===== src/sv/icer_pkg.sv =====
`default_nettype none
package icer_pkg;

    localparam int KERNEL_MAX_DEF = 7;
    localparam int LINE_MAX_DEF   = 1024;
    localparam int PIXEL_BITS_DEF = 16;

    localparam int ACT_W      = 2;
    localparam int PIX_W      = 16;
    localparam int CIDX_W     = 6;
    localparam int COEF_W     = 16;
    localparam int OX_W       = 10;
    localparam int OY_W       = 12;
    localparam int ROW_W      = 13;
    localparam int CFG_IDX_W  = 2;
    localparam int CFG_DATA_W = 13;
    localparam int WREG_W     = 11;
    localparam int HREG_W     = 13;
    localparam int KREG_W     = 3;
    localparam int HEIGHT_MAX = 4096;

    localparam logic [WREG_W-1:0] WIDTH_RST  = 11'd64;
    localparam logic [HREG_W-1:0] HEIGHT_RST = 13'd64;
    localparam logic [KREG_W-1:0] KERNEL_RST = 3'd3;

    localparam logic [ACT_W-1:0] ACT_PIXEL = 2'd0;
    localparam logic [ACT_W-1:0] ACT_DRAIN = 2'd1;
    localparam logic [ACT_W-1:0] ACT_COEF  = 2'd2;

    localparam logic [CFG_IDX_W-1:0] CFG_WIDTH  = 2'd0;
    localparam logic [CFG_IDX_W-1:0] CFG_HEIGHT = 2'd1;
    localparam logic [CFG_IDX_W-1:0] CFG_KERNEL = 2'd2;

    typedef enum logic [2:0] {
        S_IDLE,
        S_RUN,
        S_FLUSH,
        S_DIV,
        S_PUT
    } t_state;

    typedef struct packed {
        logic done;
        logic zero;
    } t_div_stat;

endpackage
`default_nettype wire


===== src/sv/icer_coef_mem.sv =====
`default_nettype none
module icer_coef_mem #(
    parameter int TAPS = 49,
    parameter int AW   = 6
) (
    input  wire logic                             i_clk,
    input  wire logic                             i_rst_n,
    input  wire logic                             i_we,
    input  wire logic [AW-1:0]                    i_waddr,
    input  wire logic signed [icer_pkg::COEF_W-1:0] i_wdata,
    input  wire logic [AW-1:0]                    i_raddr,
    output logic signed [icer_pkg::COEF_W-1:0]      o_rdata
);

    logic signed [icer_pkg::COEF_W-1:0] r_mem [TAPS];
    logic signed [icer_pkg::COEF_W-1:0] r_rd;
    logic [TAPS-1:0]                    r_vld;
    logic                               r_rvld;

    always_ff @(posedge i_clk) begin
        if (i_we) begin
            r_mem[i_waddr] <= i_wdata;
        end
        r_rd <= r_mem[i_raddr];
    end

    // unwritten entries read as zero
    always_ff @(posedge i_clk) begin
        if (!i_rst_n) begin
            r_vld  <= '0;
            r_rvld <= 1'b0;
        end else begin
            if (i_we) begin
                r_vld[i_waddr] <= 1'b1;
            end
            r_rvld <= r_vld[i_raddr];
        end
    end

    assign o_rdata = r_rvld ? r_rd : '0;

endmodule
`default_nettype wire


===== config.mk =====
export PLATFORM = sky130hd
export DESIGN_NAME = icer_coef_mem
export DESIGN_NICKNAME = d
export VERILOG_FILES = /design/src/sv/icer_pkg.sv /design/src/sv/icer_coef_mem.sv
export SDC_FILE = /design/constraint.sdc
export NUM_CORES = 1
export LEC_CHECK = 0
export BUFFER_PORTS_ARGS = -buffer_cell sky130_fd_sc_hd__buf_4
export CELL_PAD_IN_SITES_DETAIL_PLACEMENT = 1
export CELL_PAD_IN_SITES_GLOBAL_PLACEMENT = 1
export CORE_MARGIN = 1.5
export CORE_UTILIZATION = 45
export CTS_BUF_LIST = sky130_fd_sc_hd__clkbuf_8
export CTS_CLUSTER_SIZE = 12
export DETAILED_ROUTE_END_ITERATION = 12
export MAX_ROUTING_LAYER = met4
export PLACE_DENSITY_LB_ADDON = 0.1
export SYNTH_ARGS = -nofsm -noshare
export SYNTH_HDL_FRONTEND = slang
export SYNTH_SLANG_ARGS = --single-unit

===== constraint.sdc =====
create_clock -name i_clk -period 8.4 [get_ports i_clk]
set_clock_uncertainty 0.1 [all_clocks]
set_input_delay 0.84 -clock i_clk [delete_from_list [all_inputs] [get_ports i_clk]]
set_output_delay 0.84 -clock i_clk [all_outputs]
set_load 0.02 [all_outputs]

# Yosys cells after proc, flatten, opt, wreduce, memory -nomap -nowiden
# Memories as Yosys holds them, arrays and structs flattened. A register that Yosys moved wholly into a read port is not among the register bits.
# Cells that the tools add are included.
# W data, S select, Z words.
[word_totals] ff_bits=50 mem_bits_rw=784 inputBits=31 out_inout_bits=16 elab_cells=15 n_memories=1
[op_classes] magnitude_cmp=3 muxes=7 bitwise_logic=1 reduce_logical=1
[mem_list] name="r_mem" words=49 word_bits=16 rd=1 rd_clocked_by_memory_dff=1 write_ports=1 line_no="icer_coef_mem.sv:15" source="logic signed [icer_pkg::COEF_W-1:0] r_mem [TAPS];"
[op_table] operator="$or A49 B49 Y49" count=1
[op_table] operator="$mux W16" count=1
[op_table] operator="$lt A6 B7 Y1 const B" count=2
[op_table] operator="$bmux W1 S6" count=1
[op_table] operator="$demux W1 S6" count=1
[op_table] operator="$ge A6 B1 Y1 const B" count=1
[op_table] operator="$mux W1" count=4
[op_table] operator="$logic_and A1 B1 Y1" count=1

# Depth between registers and ports, before layout
[depth] ltp_word=5 mapped_depth=8 mapped_depth_nobuf=4

# Worst setup path after synthesis
# Ideal clock, no wire load.
[synth_path] path_type="input to register" start="input i_waddr[2]" end="memory r_mem[24][0] (netlist bit) (enable)" setup_ps=412 arrival_ps=2761 t_required_ps=7888 slack_ps=5127 cell_stages=2 path_cell_list="or4b_2 > nor3_1"
[synth_lines] item="from (decl)" line_no="icer_coef_mem.sv:9" source="input wire logic [AW-1:0] i_waddr,"
[synth_lines] item="to (decl)" line_no="icer_coef_mem.sv:15"
# Straight into the memory's write port.

==> impl_metrics.toml <==
[run_status]
status = "complete, no violations"

[power]
clock_power_share_pct = 40.2
power_switching_uw = 1920
switching_share_pct = 22.5
ir_drop_mv = 0.123
finalPower_uw = 8540
comb_power_share_pct = 5.1
p_per_area_nw_per_um2 = 232
p_leak_uw = 0.0118
internal_power_uw = 6620
seq_power_share_pct = 54.8

[drt]
drtIter0Drc = 1670
routed_wl_um = 88700
routedWlPerCell_um = 32.6
detail_route.first_pass.iterations = 7
vias = 15900
vias_per_cell = 5.85
ant_nets = 0
drcViolationCount = 0

[global_route]
antenna_found_initial = 11
grt_pass1_wl_um = 126000
grt_pass1_vias = 17000
track_usage_pct = 25.4
gr-total-overflow = 0
grt_max_degree = 87

[cts]
htree_levels = 4
cts-root-buf = "clkbuf_8"
clk_latency_ns = 0.78
cts_sinks = 850
cts_max_path_buffers = 3
cts_made_buffers = 145
cts_tree = "built"
post_cts_buffers = 0
hold_buffers = 0
cts-resized-gates = 0
clkTransAtPathRegs_ns = 0.06

[logic_synthesis]
yosysSeqAreaShare_pct = 76.7
synthDistinctLibCells = 49
netlist_instances = 1501
yosys_warnings = 0
synth_area_per_cell_um2 = 21.6
synth_enable_flop_cells = 784
synth-seq-cells = 850
synth.net_count = 1532
synth_area_leader_cell = "edfxtp_1"
synth_top_flop_cell = "edfxtp_1"
async_reset_ff_share_pct = 0
synthTopCellsByArea = "edfxtp_1, mux4_2, dfxtp_1"
synth_top_area_share_pct = 72.7
syn_area_um2 = 32400

[placement]
io_buffers = 46
dp_hpwl_um = 51000
gp_congestion = 0.793

[layout]
nets = 1688
fillers = 6400
multi_input_area_um2 = 7280
drive_gt1_share_pct = 31.1
syn_to_final_growth_pct = 13.4
layout.area.seq_um2 = 24900

[timing]
slew_headroom_pct = 20.0
period_share_pct = 46.0
report.final.hold_viol_count = 0
slew_violations = 0
timing.setup.tns_ns = 0
setup_viol = 0
rsz0062_at_grt = "no"
holdWs_ns = 0.362
worst_pin_slew_ns = 1.20
fmax_mhz = 259
min_period_ns = 3.87

[die]
die_w_um = 271
rows = 98
io-pin-count = 47
die_area_um2 = 73600
die_y_um = 271
coreArea_um2 = 71400
initial_core_util_pct = 45.4

[setup_path]
rr_startpoint = "r_mem[27][0]$_DFFE_PP_"
critical_path_arrival_ns = 4.43
worstSetupStartpoint = "i_raddr[2]"
path_class = "input pin to flop"
worstPathRequired_ns = 8.96
end_kind = "flop"
worstPathMaxFanout = 56
start_kind = "input pin"

[worst_hold_path]
min_path_type = "flop to flop"
holdCritStartpoint = "r_vld[46]$_SDFFE_PN0P_"

[run]
drv_cap = 0
## layer usage
layer / track usage, % / vias to the layer above / part of all wire (%)
li1: - / 6632 / -
met4: 8.17 / 0 / 2.7
met3: 5.91 / 134 / 6.1
met2: 39.8 / 505 / 49
met1: 33.0 / 8673 / 42
met5: - / - / 0
## worst paths after layout
path / to / slack, ns / cells after the start
setup / recovery: r_rd[0]$_DFF_P_ / 4.53 / 7
hold / removal: r_vld[46]$_SDFFE_PN0P_ / 0.36 / 1
setup reg to reg: r_rd[0]$_DFF_P_ / 6.01 / 4
hold reg to reg: r_vld[46]$_SDFFE_PN0P_ / 0.36 / 1
## critical path, cell delays in order
cell      delay (ns)
buf_4           0.44
buf_4           0.79
buf_4           0.57
and3b_1         0.33
a21oi_1         0.50
o311ai_0        0.49
o221a_2         0.37
## final cells by class
| cell class | instances | share of cell area (%) |
|---|---|---|
| tap | 950 | 3.23 |
| antenna | 8 | 0.0545 |
| timing repair buffer | 91 | 1.92 |
| sequential | 850 | 67.7 |
| inverter | 4 | 0.0409 |
| multi-input combinational | 565 | 19.8 |
| clock buffer | 165 | 6.18 |
| clock inverter | 91 | 1.09 |
## metrics by stage
stage	std cells	setup WS, ns	utilization, %	area, um2
after CTS	2716	4.51	51.5	36700
after floorplan	1501	5.13	-	32400
after detailed placement	2460	3.65	47.7	34100
after global routing	2724	4.47	51.5	36700
final	2724	4.53	51.5	36700
after global placement	2460	3.67	47.7	34100
## registers in the layout, indices dropped and copies added, names as in the netlist
signal and count:
r_vld 49, r_rvld 1, r_rd 16, r_mem 784
## logic make-up after synthesis
group / Yosys count / synth area share, %
AOI/OAI and AO/OA: 143 / 3.31
buffers and inverters: 86 / 1.25
DFF: 850 / 76.7
muxes: 265 / 16.3
and+or+nand+nor: 157 / 2.39
## synthesized netlist by cell type, types with 11 or more instances
cell type  number
dfxtp_1        66
edfxtp_1      784
nor2_1         61
o21a_1         47
mux4_2        208
a22oi_1        27
a21oi_1        14
clkbuf_1       39
and2_1         19
nand2_1        25
buf_1          11
mux2i_1        31
buf_2          19
mux2_2         26
## cell usage in the layout (no fill, tap or decap), types with 4 or more instances in the layout
cell,n
edfxtp_1,784
mux4_2,208
clkbuf_8,165
buf_4,88
dfxtp_1,66
inv_1,56
o21a_1,47
mux2i_1,31
nor2_2,28
a22oi_1,27
mux2_2,26
nand2_1,25
nor2_1,24
clkinv_1,22
and2_1,19
a21oi_1,14
nor2b_1,10
clkinv_2,10
nor2_4,9
diode_2,8
nand3_1,8
a221oi_1,7
nand2b_1,6
o21ai_0,6
o22a_1,6
nor3_1,6
o211ai_1,6
a32oi_1,5
a222oi_1,5
o221ai_1,4
clkinvlp_4,4
## power groups by stage
stage / Combinational, uW / Clock [uW] / Sequential [uW]
4_1_cts: 444 / 3520 / 4680
3_3_place_gp: 435 / 0 / 4760
2_1_floorplan: 237 / 0 / 4750
5_1_grt: 460 / 3690 / 4680
6_report: 434 / 3430 / 4680
3_5_place_dp: 443 / 0 / 4770
No activity file was read; power rests on OpenSTA's default activity.
