===== src/sv/icer_pkg.sv =====
`default_nettype none
package icer_pkg;

    localparam int KERNEL_MAX_DEF = 7;
    localparam int LINE_MAX_DEF   = 1024;
    localparam int PIXEL_BITS_DEF = 16;

    localparam int ACT_W      = 2;
    localparam int PIX_W      = 16;
    localparam int CIDX_W     = 6;
    localparam int COEF_W     = 16;
    localparam int OX_W       = 10;
    localparam int OY_W       = 12;
    localparam int ROW_W      = 13;
    localparam int CFG_IDX_W  = 2;
    localparam int CFG_DATA_W = 13;
    localparam int WREG_W     = 11;
    localparam int HREG_W     = 13;
    localparam int KREG_W     = 3;
    localparam int HEIGHT_MAX = 4096;

    localparam logic [WREG_W-1:0] WIDTH_RST  = 11'd64;
    localparam logic [HREG_W-1:0] HEIGHT_RST = 13'd64;
    localparam logic [KREG_W-1:0] KERNEL_RST = 3'd3;

    localparam logic [ACT_W-1:0] ACT_PIXEL = 2'd0;
    localparam logic [ACT_W-1:0] ACT_DRAIN = 2'd1;
    localparam logic [ACT_W-1:0] ACT_COEF  = 2'd2;

    localparam logic [CFG_IDX_W-1:0] CFG_WIDTH  = 2'd0;
    localparam logic [CFG_IDX_W-1:0] CFG_HEIGHT = 2'd1;
    localparam logic [CFG_IDX_W-1:0] CFG_KERNEL = 2'd2;

    typedef enum logic [2:0] {
        S_IDLE,
        S_RUN,
        S_FLUSH,
        S_DIV,
        S_PUT
    } t_state;

    typedef struct packed {
        logic done;
        logic zero;
    } t_div_stat;

endpackage
`default_nettype wire


===== src/sv/icer_div.sv =====
`default_nettype none
module icer_div #(
    parameter int NW = 39,
    parameter int DW = 22,
    parameter int PB = 16
) (
    input  wire logic                 i_clk,
    input  wire logic                 i_rst_n,
    input  wire logic                 i_start,
    input  wire logic signed [NW-1:0] i_num,
    input  wire logic signed [DW-1:0] i_den,
    output icer_pkg::t_div_stat       o_stat,
    output logic [PB-1:0]             o_quot
);

    localparam int CNW = $clog2(NW + 1);

    logic           r_busy;
    logic           r_done;
    logic [CNW-1:0] r_cnt;
    logic [NW-1:0]  r_q;
    logic [DW-1:0]  r_rem;
    logic [DW-1:0]  r_b;
    logic           r_kill;
    logic           r_zero;

    logic [NW-1:0]  w_anum;
    logic [DW-1:0]  w_aden;
    logic [DW:0]    w_sh;
    logic [DW:0]    w_diff;
    logic           w_ge;
    logic           w_sat;

    assign w_anum = i_num[NW-1] ? (~i_num + 1'b1) : i_num;
    assign w_aden = i_den[DW-1] ? (~i_den + 1'b1) : i_den;
    assign w_sh   = {r_rem, r_q[NW-1]};
    assign w_diff = w_sh - {1'b0, r_b};
    assign w_ge   = (w_sh >= {1'b0, r_b});

    always_ff @(posedge i_clk) begin
        if (!i_rst_n) begin
            r_busy <= 1'b0;
            r_done <= 1'b0;
            r_cnt  <= '0;
        end else begin
            r_done <= r_busy && (r_cnt == CNW'(1));
            if (i_start) begin
                r_busy <= 1'b1;
                r_cnt  <= CNW'(NW);
            end else if (r_busy) begin
                r_cnt <= r_cnt - 1'b1;
                if (r_cnt == CNW'(1)) begin
                    r_busy <= 1'b0;
                end
            end
        end
    end

    // restoring division on magnitudes, one quotient bit a cycle
    always_ff @(posedge i_clk) begin
        if (i_start) begin
            r_q    <= w_anum;
            r_b    <= w_aden;
            r_rem  <= '0;
            r_zero <= (i_den == '0);
            r_kill <= (i_den == '0) || (i_num == '0) || (i_num[NW-1] != i_den[DW-1]);
        end else if (r_busy) begin
            r_rem <= w_ge ? w_diff[DW-1:0] : w_sh[DW-1:0];
            r_q   <= {r_q[NW-2:0], w_ge};
        end
    end

    assign w_sat       = |r_q[NW-1:PB];
    assign o_quot      = r_kill ? '0 : (w_sat ? '1 : r_q[PB-1:0]);
    assign o_stat.done = r_done;
    assign o_stat.zero = r_zero;

endmodule
`default_nettype wire


===== config.mk =====
export PLATFORM = sky130hd
export DESIGN_NAME = icer_div
export DESIGN_NICKNAME = d
export VERILOG_FILES = /design/src/sv/icer_pkg.sv /design/src/sv/icer_div.sv
export SDC_FILE = /design/constraint.sdc
export NUM_CORES = 1
export LEC_CHECK = 0
export BUFFER_PORTS_ARGS = -buffer_cell sky130_fd_sc_hd__buf_2
export CORE_ASPECT_RATIO = 1.4
export CORE_UTILIZATION = 48
export CTS_CLUSTER_DIAMETER = 80
export DETAILED_ROUTE_END_ITERATION = 8
export GPL_ROUTABILITY_DRIVEN = 0
export PLACE_DENSITY = 0.78
export SLEW_MARGIN = 40
export SYNTH_ARGS = -nofsm -noshare
export SYNTH_HDL_FRONTEND = slang
export SYNTH_SLANG_ARGS = --single-unit

===== constraint.sdc =====
create_clock -name i_clk -period 8.1 [get_ports i_clk]
set_input_delay 0.405 -clock i_clk [delete_from_list [all_inputs] [get_ports i_clk]]
set_output_delay 0.405 -clock i_clk [all_outputs]
set_load 0.01 [all_outputs]

# After elaboration in Yosys (flattened, before gate mapping)
# Index checks and enable logic that the tools add are counted.
[op_classes]
n_lt_le_gt_ge = 1
bitwise_logic = 3
n_mux = 12
n_reduce_logical = 8
eq_ne = 2
n_addsub = 4
[ops]
columns = ["operator", "n"]
rows = [
  ["$mux W39", 3],
  ["$add A39 B1 Y39 const B", 1],
  ["$logic_not A39 Y1", 1],
  ["$not A39 Y39", 1],
  ["$mux W16", 2],
  ["$ge A23 B22 Y1", 1],
  ["$reduce_or A23 Y1", 1],
  ["$add A22 B1 Y22 const B", 1],
  ["$logic_not A22 Y1", 1],
  ["$mux W22", 1],
  ["$not A22 Y22", 1],
  ["$sub A22 B22 Y22", 1],
  ["$mux W21", 1],
  ["$mux W6", 2],
  ["$eq A6 B1 Y1 const B", 1],
  ["$sub A6 B1 Y6 const B", 1],
  ["$mux W1", 3],
  ["$logic_or A1 B1 Y1", 2],
  ["$reduce_bool A2 Y1", 1],
  ["$reduce_or A2 Y1", 1],
  ["$logic_and A1 B1 Y1", 1],
  ["$ne A1 B1 Y1", 1],
  ["$not A1 Y1", 1],
]
[word_totals]
output_inout_bits = 18
regBits = 93
elab_cells = 40
in_bits = 64

# Depth between registers and ports, before layout
[depth]
word_depth = 4
mapped_depth = 11
mapped_depth_nobuf = 11

# Worst setup path after synthesis
# OpenSTA, ideal clock, no wires.
[synth_timing]
path_type = "register to register"
from = "register r_q[38]"
to = "register r_rem[18]"
setup_ns = 0.142
path_buffers = 0
arrival_ns = 2.835
path_stages_with_launch = 12
synth_period_minus_slack_ns = 2.977
setup_slack_ns = 5.123
required_time_ns = 7.958
path_cell_list = "edfxtp_1 inv_1 ha_1 inv_1 fa_1 a211oi_1 o21ai_0 a221o_1 a21oi_1 mux2_2 o21ai_0 a311oi_1"
[synth_via]
elab_chain_cells = 2
elab_cells_between_ends = 3
classes_between = "add/sub: 1; order compare: 1; mux: 1"
[synth_rtl]
columns = ["item", "line_no", "rtl"]
rows = [
  ["from (decl)", "icer_div.sv:21", "logic [NW-1:0] r_q;"],
  ["from (signal assigned)", "icer_div.sv:62", "r_q <= w_anum;"],
  ["from (signal assigned)", "icer_div.sv:69", "r_q <= {r_q[NW-2:0], w_ge};"],
  ["$sub A22 B22 Y22 / $ge A23 B22 Y1 (equally long branches)", "icer_div.sv:37, icer_div.sv:38", ""],
  ["$mux W22 (*)", "icer_div.sv:68", "r_rem <= w_ge ? w_diff[DW-1:0] : w_sh[DW-1:0];"],
  ["to (signal assigned)", "icer_div.sv:68", ""],
  ["to (decl)", "icer_div.sv:22", "logic [DW-1:0] r_rem;"],
]
# Every way passes the cells marked *; elsewhere a longest branch is shown, timed or not.
# A chain may end at the register's enable or synchronous reset.

# Worst setup path in the final report
# Same ends and word-level chain as after synthesis.

==> flow_summary.rst <==
.. list-table::
   :header-rows: 1

   * - Metric
     - Value
   * - Mux cell area share after synthesis
     - 1.02%
   * - Detailed-routing iteration count for the pre-antenna-repair pass
     - 5
   * - Final-stage net count
     - 871
   * - Synth Register Bits
     - 93
   * - Standard cell core area
     - 12800 sq um
   * - Levels on crit path
     - 11
   * - CTS clock-pin slew for the worst setup and hold paths
     - 0.07 ns
   * - Yosys warns
     - 0
   * - Post-detailed-route wirelength per cell
     - 15.5 um
   * - Post-synthesis instance area
     - 6280 sq um
   * - Slew HR
     - 45.8%
   * - Status
     - finished, final reports clean
   * - Worst-path maximum fanout
     - 6
   * - Grt total ovfl
     - 0
   * - Maximum number of pins on one net before global-route repair
     - 69
   * - Sequential cell area fraction in the yosys report
     - 39.7%
   * - Share of the synthesized netlist area taken by xor and xnor gates
     - 10.0%
   * - Number of antenna violations at the first check in global routing
     - 0
   * - Main synth FF type
     - sky130_fd_sc_hd__edfxtp_1
   * - Effective utilization at floorplan
     - 49.0%
   * - Actual transition at the worst max-transition pin
     - 0.812 ns
   * - Cell area reported after detailed placement
     - 6780 sq um
   * - Worst stage delay on the critical path
     - 0.44 ns
   * - Number of gates given a new drive strength after cts
     - 0
   * - Reported leakage power
     - 2.72 nW
   * - Length of routed wiring on met1
     - 5870 um
   * - Largest family of logic cells by synthesized area
     - simple AND/OR/NAND/NOR gates
   * - Layout cells sized above 1
     - 15.0%
   * - Post-route cell area
     - 7080 sq um
   * - Leading cell types in the layout, fill and taps excluded
     - sky130_fd_sc_hd__nor2_1, sky130_fd_sc_hd__buf_2, sky130_fd_sc_hd__nand2_1
   * - CP startpoint kind
     - flop
   * - Post-Layout Cell Count
     - 938
   * - Top-Level Pins
     - 82
   * - Cell Count Post-Placement
     - 921
   * - Aggregate negative setup slack
     - 0 ns
   * - Synthesized netlist cell count
     - 718
   * - TritonCTS Buffers
     - 9
   * - Fraction of the mapped netlist area in adder cells
     - 5.49%
   * - Slew Limit Fails
     - 0
   * - Hold Crit Class
     - primary input to flop
   * - Number of buffers inserted by port buffering
     - 81
   * - Fraction of the core area covered by cells at the end of the flow
     - 55.2%
   * - Estimated wirelength of the detail-placed design
     - 10600 um
   * - Top post-synthesis cells by area
     - sky130_fd_sc_hd__edfxtp_1, sky130_fd_sc_hd__dfxtp_1, sky130_fd_sc_hd__nor2_1, sky130_fd_sc_hd__xor2_1, sky130_fd_sc_hd__ha_1
   * - Area fraction of the dominant cell type after synthesis
     - 30.1%
   * - Row count
     - 49
   * - Period minus WS final
     - 3.53 ns
   * - Initial detailed-routing violation count
     - 343
   * - H-tree levels
     - 3
   * - Cell Pwr Density
     - 194 nW/um^2
   * - Worst voltage drop across the vdd grid
     - 0.136 mV
   * - Cell family with most CP delay
     - compound AO/OA/AOI/OAI gates
   * - Highest routed metal layer
     - met4
   * - Clock insertion delay at the later pin of the skew report
     - 0.34 ns
   * - Met2 Routed Length
     - 7700 um
   * - GRT Total Usage
     - 22.0%
   * - Number of fill cells in the layout
     - 1168
   * - Global-route wire length before repair
     - 23800 um
   * - Final setup vio count
     - 0
   * - Die width
     - 98.7 um
   * - Final Hold Fails
     - 0
   * - Data arrival time of the critical path
     - 3.72 ns
   * - Final cycle utilization of the critical path
     - 43.6%
   * - Clock Sinks
     - 93
   * - Endpoint class of the critical path
     - flop
   * - Cells on Worst Hold Path
     - 1
   * - Total vias in the final route
     - 5479
   * - Syn_nets
     - 809
   * - Number of violations of the max-capacitance limit
     - 0
   * - Share of the synthesized area in compound gates (AO/OA/AOI/OAI)
     - 17.9%
   * - Height of the chip
     - 137 um
   * - Area added between synthesis and finish
     - 12.6%
   * - Cell type with the highest aggregate area in the netlist
     - sky130_fd_sc_hd__edfxtp_1
   * - Ant. Diodes
     - 0
   * - Total Routed Length
     - 14600 um
   * - Number of global-route vias before repair
     - 5009
   * - # hold bufs at CTS
     - 0
   * - Required @ worst endpoint
     - 8.29 ns
   * - Reg2Reg Depth
     - 11
   * - Simple-gate share of the synthesized area
     - 21.3%
   * - DRC errors left
     - 0
   * - Clock root buffer
     - sky130_fd_sc_hd__clkbuf_16
   * - Post-CTS setup-driven buffer insertion count
     - 0
   * - Buf/Inv on CP
     - 2
   * - Cell Chain, Critical Path
     - inv_1 > ha_1 > inv_1 > fa_1 > a211oi_1 > o21ai_0 > a221o_1 > a21oi_1 > mux2_2 > o21ai_0 > a311oi_1
   * - Most frequent standard cell in the layout excluding fill and tap cells
     - sky130_fd_sc_hd__nor2_1
   * - Clock buffer depth
     - 2
   * - Number of distinct library cells after synthesis
     - 64
   * - Post-detailed-route count of antenna-violating nets
     - 0
   * - Mean Syn Cell Area
     - 8.75 sq um
   * - Via-to-Cell Ratio
     - 5.84
   * - Max stage delay cell, worst path
     - sky130_fd_sc_hd__a211oi_1
   * - Class of the most critical setup path
     - flop to flop
   * - Clock Skews
     - 0.00703 ns
   * - Setup repair after global routing missed its margin
     - no
   * - Wire length on met3
     - 712 um
   * - Die area
     - 13600 sq um
   * - Max Fclk
     - 283 MHz
   * - Post-synth EDFFs
     - 63
   * - Post-synth ARST share
     - 0%
   * - TritonCTS clock tree
     - built
-- final cells by class --
type / instances / area [sq um] / share of cell area, %
clock inverter: 3 / 45.0 / 0.637
inverter: 40 / 150 / 2.12
clock buffer: 13 / 250 / 3.54
sequential: 93 / 2490 / 35.2
multi-input combinational: 550 / 3500 / 49.5
timing repair buffer: 86 / 443 / 6.26
tap: 153 / 191 / 2.71
-- power breakdown --
group	switching [mW]	total (mW)	internal, mW
Sequential	0.0298	0.596	0.566
Clock	0.180	0.428	0.248
Combinational	0.209	0.350	0.141
Total	0.418	1.37	0.955
-- worst paths after layout --
kind | start | end | slack, ns
hold / removal | i_den[0] | r_b[0] | 0.30
setup reg to reg | r_q[38] | r_rem[18] | 4.57
hold reg to reg | r_rem[21] | r_rem[21] | 0.50
setup / recovery | r_q[38] | r_rem[18] | 4.57
-- flip-flops by register name (all words and copies together), names as in the netlist --
signal / flops
r_rem: 22
r_zero: 1
r_busy: 1
r_b: 22
r_cnt: 6
r_q: 39
r_kill: 1
r_done: 1
-- Yosys cell counts, types with 3 or more instances --
library cell and instances:
sky130_fd_sc_hd__nor2_1 96, sky130_fd_sc_hd__nand2_1 70, sky130_fd_sc_hd__edfxtp_1 63, sky130_fd_sc_hd__a21oi_1 55, sky130_fd_sc_hd__inv_1 40, sky130_fd_sc_hd__xor2_1 39
sky130_fd_sc_hd__xnor2_1 33, sky130_fd_sc_hd__nor3_1 32, sky130_fd_sc_hd__clkbuf_1 30, sky130_fd_sc_hd__dfxtp_1 30, sky130_fd_sc_hd__o21ai_0 27, sky130_fd_sc_hd__ha_1 26
sky130_fd_sc_hd__a311oi_1 17, sky130_fd_sc_hd__o31ai_1 16, sky130_fd_sc_hd__nor4_1 13, sky130_fd_sc_hd__nand3_1 10, sky130_fd_sc_hd__nand2b_1 9, sky130_fd_sc_hd__nand4_1 8
sky130_fd_sc_hd__o41ai_1 8, sky130_fd_sc_hd__or3_1 7, sky130_fd_sc_hd__a21boi_0 5, sky130_fd_sc_hd__nand3b_1 4, sky130_fd_sc_hd__nor2b_1 4, sky130_fd_sc_hd__o211ai_1 4
sky130_fd_sc_hd__or2_2 4, sky130_fd_sc_hd__a211o_1 3, sky130_fd_sc_hd__a21o_1 3, sky130_fd_sc_hd__a221o_1 3, sky130_fd_sc_hd__buf_1 3, sky130_fd_sc_hd__mux2_2 3
sky130_fd_sc_hd__mux2i_1 3, sky130_fd_sc_hd__nor3b_1 3, sky130_fd_sc_hd__o21bai_1 3, sky130_fd_sc_hd__o311ai_0 3, sky130_fd_sc_hd__or4_1 3, sky130_fd_sc_hd__or4_4 3
-- metrics by stage --
stage | total power, mW | setup WS (ns) | hold slack [ns]
floorplan | 0.850 | 5.12 | 0.469
global placement | 0.941 | 4.82 | 0.480
detailed placement | 0.948 | 4.69 | 0.488
CTS | 1.38 | 4.60 | 0.291
global route | 1.44 | 4.31 | 0.288
finish | 1.37 | 4.57 | 0.298
-- worst register-to-register path, stage by stage, from the launching register on --
cell                       delay, ns
sky130_fd_sc_hd__edfxtp_1       0.40
sky130_fd_sc_hd__inv_1          0.08
sky130_fd_sc_hd__ha_1           0.16
sky130_fd_sc_hd__inv_1          0.06
sky130_fd_sc_hd__fa_1           0.42
sky130_fd_sc_hd__a211oi_1       0.44
sky130_fd_sc_hd__o21ai_0        0.26
sky130_fd_sc_hd__a221o_1        0.42
sky130_fd_sc_hd__a21oi_1        0.41
sky130_fd_sc_hd__mux2_2         0.38
sky130_fd_sc_hd__o21ai_0        0.21
sky130_fd_sc_hd__a311oi_1       0.13
-- routing by layer --
layer  vias up  global-route usage, %
li1       2733                      -
met1      2576                   25.5
met2       148                   41.0
met3        22                   3.35
met4         0                   8.04
met5         -                      0
-- logic make-up after synthesis --
group | after synthesis
and+or+nand+nor | 279
xor gates and xnor gates | 72
muxes | 6
DFF | 93
AOI/OAI and AO/OA | 166
adders and majority gates | 27
buffers and inverters | 75
No activity file was read; power rests on OpenSTA's default activity.
